[config.mk]
export PLATFORM = sky130hd
export DESIGN_NAME = ordered_list_push_front_delete_match
export DESIGN_NICKNAME = d
export VERILOG_FILES = /design/src/rtl/olpfdm_pkg.sv /design/src/rtl/olpfdm_cell.sv /design/src/rtl/ordered_list_push_front_delete_match.sv
export SDC_FILE = /design/constraint.sdc
export NUM_CORES = 2
export LEC_CHECK = 0
export BUFFER_PORTS_ARGS = -buffer_cell sky130_fd_sc_hd__buf_2
export CAP_MARGIN = 5
export CORE_MARGIN = 4
export CORE_UTILIZATION = 35
export CTS_CLUSTER_SIZE = 30
export DETAILED_ROUTE_END_ITERATION = 10
export MAX_ROUTING_LAYER = met4
export SLEW_MARGIN = 20
export SYNTH_ARGS = -nofsm -noshare
export SYNTH_HDL_FRONTEND = slang
export SYNTH_SLANG_ARGS = --single-unit
[constraint.sdc]
create_clock -name clk_i -period 13.3 [get_ports clk_i]
set_clock_uncertainty 0.2 [all_clocks]
set_input_delay 2.66 -clock clk_i [delete_from_list [all_inputs] [get_ports clk_i]]
set_output_delay 2.66 -clock clk_i [all_outputs]
set_load 0.01 [all_outputs]
[src/rtl/olpfdm_pkg.sv]
// package for the ordered list with push-front insert and delete of first match
// holds the beat types, status and operation codes, and the cell control struct
// no dependencies
package olpfdm_pkg;

  typedef enum logic {
    OP_INSERT = 1'b0,
    OP_DELETE = 1'b1
  } op_e;

  typedef enum logic [1:0] {
    ST_INSERTED  = 2'd0,
    ST_DELETED   = 2'd1,
    ST_NOT_FOUND = 2'd2,
    ST_FULL      = 2'd3
  } status_e;

  localparam int unsigned CountW = 5;

  typedef struct packed {
    op_e                operation;
    logic signed [31:0] value;
  } in_beat_t;

  typedef struct packed {
    status_e           status;
    logic [CountW-1:0] entry_count;
  } out_beat_t;

  typedef struct packed {
    logic shift_back;
    logic shift_fwd;
  } cell_ctrl_t;

endpackage

[src/rtl/olpfdm_cell.sv]
// one list cell: holds one entry, compares it with the search key
// and loads from its front or back neighbor; uses olpfdm_pkg
module olpfdm_cell (
  input  logic                     clk_i,
  input  olpfdm_pkg::cell_ctrl_t   ctrl_i,
  input  logic                     occupied_i,
  input  logic signed [31:0]       key_i,
  input  logic signed [31:0]       front_i,
  input  logic signed [31:0]       back_i,
  output logic signed [31:0]       value_o,
  output logic                     match_o
);
  import olpfdm_pkg::*;

  logic signed [31:0] value_q;
  logic signed [31:0] value_d;

  always_comb begin
    value_d = value_q;
    if (ctrl_i.shift_back) begin
      value_d = front_i;
    end else if (ctrl_i.shift_fwd) begin
      value_d = back_i;
    end
  end

  always_ff @(posedge clk_i) begin
    value_q <= value_d;
  end

  assign value_o = value_q;
  assign match_o = occupied_i && (value_q == key_i);

endmodule

[src/rtl/ordered_list_push_front_delete_match.sv]
// Ordered list of up to DEPTH signed 32-bit entries held in a row of cells, front
// first. An insert beat pushes its value at the front, every held entry moving back
// one cell; a delete beat removes the entry nearest the front that equals its value,
// the cells behind it pulling forward. All cells compare at once and a match flag
// runs down the row, so one beat is taken every cycle while the output is not stalled;
// its result appears in the output register in the next cycle. Each beat yields one
// result: status and the entry count afterwards. Uses olpfdm_pkg and olpfdm_cell.
module ordered_list_push_front_delete_match #(
  parameter int unsigned DEPTH = 16
) (
  input  logic                  clk_i,
  input  logic                  rst_ni,
  input  logic                  in_valid_i,
  output logic                  in_stall_o,
  input  olpfdm_pkg::in_beat_t  in_data_i,
  output logic                  out_valid_o,
  input  logic                  out_stall_i,
  output olpfdm_pkg::out_beat_t out_data_o
);
  import olpfdm_pkg::*;

  localparam int unsigned CntW = $clog2(DEPTH + 1);

  logic [CntW-1:0]    count_q;
  logic [CntW-1:0]    count_d;
  logic               out_valid_q;
  logic               out_valid_d;
  out_beat_t          out_data_q;
  out_beat_t          out_data_d;

  logic               accept;
  logic               full;
  logic               found;
  logic               do_ins;
  logic               do_del;
  logic [CntW+CountW-1:0] count_ext;

  logic signed [31:0] cell_val [DEPTH];
  logic [DEPTH-1:0]   cell_match;
  logic [DEPTH-1:0]   cell_occ;
  logic [DEPTH:0]     hit_chain;
  cell_ctrl_t         cell_ctrl [DEPTH];

  assign in_stall_o = out_valid_q && out_stall_i;
  assign accept     = in_valid_i && !in_stall_o;
  assign full       = (count_q == CntW'(DEPTH));
  assign found      = hit_chain[DEPTH];
  assign do_ins     = accept && (in_data_i.operation == OP_INSERT) && !full;
  assign do_del     = accept && (in_data_i.operation == OP_DELETE) && found;

  assign hit_chain[0] = 1'b0;

  for (genvar i = 0; i < DEPTH; i++) begin : g_cell
    logic signed [31:0] front_val;
    logic signed [31:0] back_val;

    assign cell_occ[i]     = (CntW'(i) < count_q);
    assign hit_chain[i+1]  = hit_chain[i] | cell_match[i];
    assign cell_ctrl[i].shift_back = do_ins;
    assign cell_ctrl[i].shift_fwd  = do_del && hit_chain[i+1];

    if (i == 0) begin : g_front
      assign front_val = in_data_i.value;
    end else begin : g_mid
      assign front_val = cell_val[i-1];
    end

    if (i == DEPTH - 1) begin : g_back
      assign back_val = cell_val[i];
    end else begin : g_inner
      assign back_val = cell_val[i+1];
    end

    olpfdm_cell u_cell (
      .clk_i      (clk_i),
      .ctrl_i     (cell_ctrl[i]),
      .occupied_i (cell_occ[i]),
      .key_i      (in_data_i.value),
      .front_i    (front_val),
      .back_i     (back_val),
      .value_o    (cell_val[i]),
      .match_o    (cell_match[i])
    );
  end

  always_comb begin
    count_d = count_q;
    if (do_ins) begin
      count_d = count_q + 1'b1;
    end else if (do_del) begin
      count_d = count_q - 1'b1;
    end
  end

  assign count_ext = {{CountW{1'b0}}, count_d};

  always_comb begin
    out_valid_d = out_valid_q;
    out_data_d  = out_data_q;
    if (out_valid_q && !out_stall_i) begin
      out_valid_d = 1'b0;
    end
    if (accept) begin
      out_valid_d            = 1'b1;
      out_data_d.entry_count = count_ext[CountW-1:0];
      if (in_data_i.operation == OP_INSERT) begin
        out_data_d.status = full ? ST_FULL : ST_INSERTED;
      end else begin
        out_data_d.status = found ? ST_DELETED : ST_NOT_FOUND;
      end
    end
  end

  always_ff @(posedge clk_i or negedge rst_ni) begin
    if (!rst_ni) begin
      count_q     <= '0;
      out_valid_q <= 1'b0;
    end else begin
      count_q     <= count_d;
      out_valid_q <= out_valid_d;
    end
  end

  always_ff @(posedge clk_i) begin
    out_data_q <= out_data_d;
  end

  assign out_valid_o = out_valid_q;
  assign out_data_o  = out_data_q;

endmodule

==> run_results.csv <==
group,metric,value,unit
sta,slew_at_the_pin_closest_to_its_max_slew_limit,1.180,ns
die,die_width,292.0,um
setup_path,worst_ep_required_time,13.33,ns
routing,detailroute.via_count,21600,
synthesis,synthMostInstantiatedCell,"nand2_1",
sta,grt_setup_unrepaired,"false",
cts,worstSkewPairLatency,0.64,ns
synthesis,synthesis.area,28220,um^2
global_routing,antenna_found_initial,1,
setup_path,critPathMaxFanout,32,
synthesis,synth_largest_area_cell,"edfxtp_1",
power_and_ir_drop,pwr_density_cell,128.4,nW/um^2
global_routing,global_route_wire_length_before_repair,143.0,mm
synthesis,postSynthNetCount,3007,
routing,drtPass1Iterations,6,
die,floorplan.die.height,292.0,um
place,placement.cell_area,29420,um^2
routing,routed_wirelength,98.35,mm
place,place_congestion,0.9073,
routing,detail-route-antenna-nets,0,
synthesis,synth_top_flop_cell,"edfxtp_1",
routing,vias_per_instance,5.375,
cts,cts.sinks,525,
synthesis,async_s_r_ff_share_synth,1.143,%
sta,final_min_period_over_clock_period,49.82,%
sta,min_period,6.627,ns
global_routing,gr_overflow_total,0,
cts,clock_tree.buffer_depth,3,
setup_path,critPathLaunchType,"input port",
cts,path_clk_slew,0.07,ns
routing,post-route-drc-count,0,
global_routing,grt_max_degree,233,
die,coreArea,79390,um^2
die,effective_utilization_at_floorplan,35.55,%
sta,setup_viol_count_final,0,
place,port-buffer-count,45,
worst_hold_path,hold_class,"flip-flop to flip-flop",
status,outcome,"finished clean",
global_routing,track_usage,23.03,%
synthesis,post_synth_num_cell_types,44,
cells_and_area,finalNetCount,2966,
cells_and_area,final_layout_size_suffix_gt1_share,6.067,%
cts,clock_buffer_count_from_cts,54,
synthesis,synth_seq_area_share,55.76,%
power_and_ir_drop,leakagePower,0.01210,uW
setup_path,timing.critical_path.arrival,6.66,ns
die,floorplan.die_area,85230,um^2
power_and_ir_drop,peakVddDrop,0.00009193,V
routing,wire_per_inst,24.48,um
cells_and_area,area_growth,11.02,%
cells_and_area,layout.cell_area.non_filler,31330,um^2
place,place.detailed.hpwl,66.15,mm
synthesis,synth_area_per_cell,9.514,um^2
die,placementRows,103,
cts,post_cts.resized_instances,0,
sta,slew_headroom,21.30,%
synthesis,synth.top_cells.by_count,"nand2_1, edfxtp_1, xnor2_1",
cts,tritoncts_clock_tree,"built",
synthesis,ys_seq_elements,525,
cts,postCtsHoldBufs,0,
setup_path,critical_path.endpoint_type,"flip-flop",
synthesis,synth-edff-count,519,
flow_run,max_cap_violations,0,
cts,post_cts_setup_repair_buffer_count,0,
synthesis,post-synth-top-area-fraction,55.23,%
die,io_pins,46,
cts,h-tree-depth,2,
sta,setup-tns-final,0,ns
global_routing,vias_in_the_first_global_route,20940,
sta,report.final.hold_viol_count,0,
synthesis,synthesis.instances,2966,
sta,finalMaxSlewViolations,0,
setup_path,worst-setup-path-type,"input port to flip-flop",
routing,drt_iter0_drc,2944,
synthesis,yosys_warnings,0,
synthesis,synth_top_cells_by_area,"edfxtp_1, nand2_1, xnor2_1",
sta,max_freq,0.1509,GHz
cts,clockRootBuffer,"clkbuf_16",
[final cells by class]
type | count | area, um^2
Timing Repair Buffer | 82 | 595.6
Inverter | 5 | 26.28
Antenna cell | 1 | 2.502
Tap cell | 1050 | 1314
Sequential cell | 525 | 15740
Fill cell | 7932 | 48060
Clock inverter | 35 | 442.9
Multi-Input combinational cell | 2257 | 11830
Clock buffer | 63 | 1385
[critical path: stages]
cell and delay (ns):
buf_2 0.08, buf_4 0.46, xor2_1 0.17, nor4_1 0.69
nand4_1 0.15, nor4_1 0.59, nor2_1 0.11, o31ai_1 0.20
nor3_2 0.21, a21o_1 0.22, buf_4 0.24, a21oi_4 0.84
[worst paths after layout]
| check | from | endpoint | slack [ns] | cells past startpoint |
|---|---|---|---|---|
| setup / recovery | in_data_i[23] | g_cell[8].u_cell.value_o[10]$_DFFE_PP_ | 6.67 | 12 |
| hold / removal | g_cell[14].u_cell.value_o[20]$_DFFE_PP_ | g_cell[15].u_cell.value_o[20]$_DFFE_PP_ | 0.30 | 0 |
| setup reg to reg | count_q[0]$_DFF_PN0_ | g_cell[15].u_cell.value_o[13]$_DFFE_PP_ | 8.31 | 7 |
| hold reg to reg | g_cell[14].u_cell.value_o[20]$_DFFE_PP_ | g_cell[15].u_cell.value_o[20]$_DFFE_PP_ | 0.30 | 0 |
| max in group asynchronous | rst_ni | count_q[0]$_DFF_PN0_ | 11.09 | 1 |
| min in group asynchronous | rst_ni | out_valid_o$_DFFE_PN0P_ | 1.65 | 1 |
[logic make-up after synthesis]
family,synth area share (%)
buffers and inverters,2.767
adders and majority gates,0.1774
DFF,55.76
and+or+nand+nor,24.40
AOI/OAI and AO/OA,0.8779
xor gates and xnor gates,16.01
[metal layers]
metal / vias up / track usage, % / routed length [um]
met1: 10620 / 31.31 / 40530
met4: 0 / 6.450 / 2917
met5: - / - / 0
li1: 9676 / - / -
met2: 1132 / 35.78 / 45440
met3: 175 / 3.818 / 9464
[where the power goes]
group	switching [uW]	internal [uW]	total, uW
combinational	311	138	449
sequential	73.5	1870	1950
clock	688	938	1630
[through the flow]
step	hold slack [ns]	setup WS, ns	util (%)	cells	total power [uW]
floorplan	0.2707	5.817	-	2966	2254
global placement	0.2832	6.186	37.02	3915	2414
detailed placement	0.2848	6.172	37.06	3916	2420
CTS	0.3001	6.801	39.36	4014	4024
global route	0.3055	6.416	39.47	4018	4143
finish	0.3022	6.673	39.47	4018	4023
[registers in the layout, indices dropped and copies added (netlist names)]
signal and flops:
count_q 5, out_data_o 7, out_valid_o 1, g_cell.u_cell.value_o 512
[cell usage in the layout (no fill, tap or decap), types with 8 or more instances in the layout]
| master | count |
|---|---|
| nand3_1 | 29 |
| bufinv_16 | 10 |
| buf_4 | 32 |
| xnor2_1 | 288 |
| xor2_1 | 228 |
| nor3_1 | 21 |
| clkbuf_1 | 9 |
| clkinv_2 | 8 |
| clkbuf_16 | 54 |
| buf_2 | 45 |
| edfxtp_1 | 519 |
| nor2_1 | 17 |
| nor4_1 | 65 |
| clkinv_1 | 10 |
| nand2_1 | 1455 |
| nand4_1 | 80 |
No activity file was read; power rests on OpenSTA's default activity.
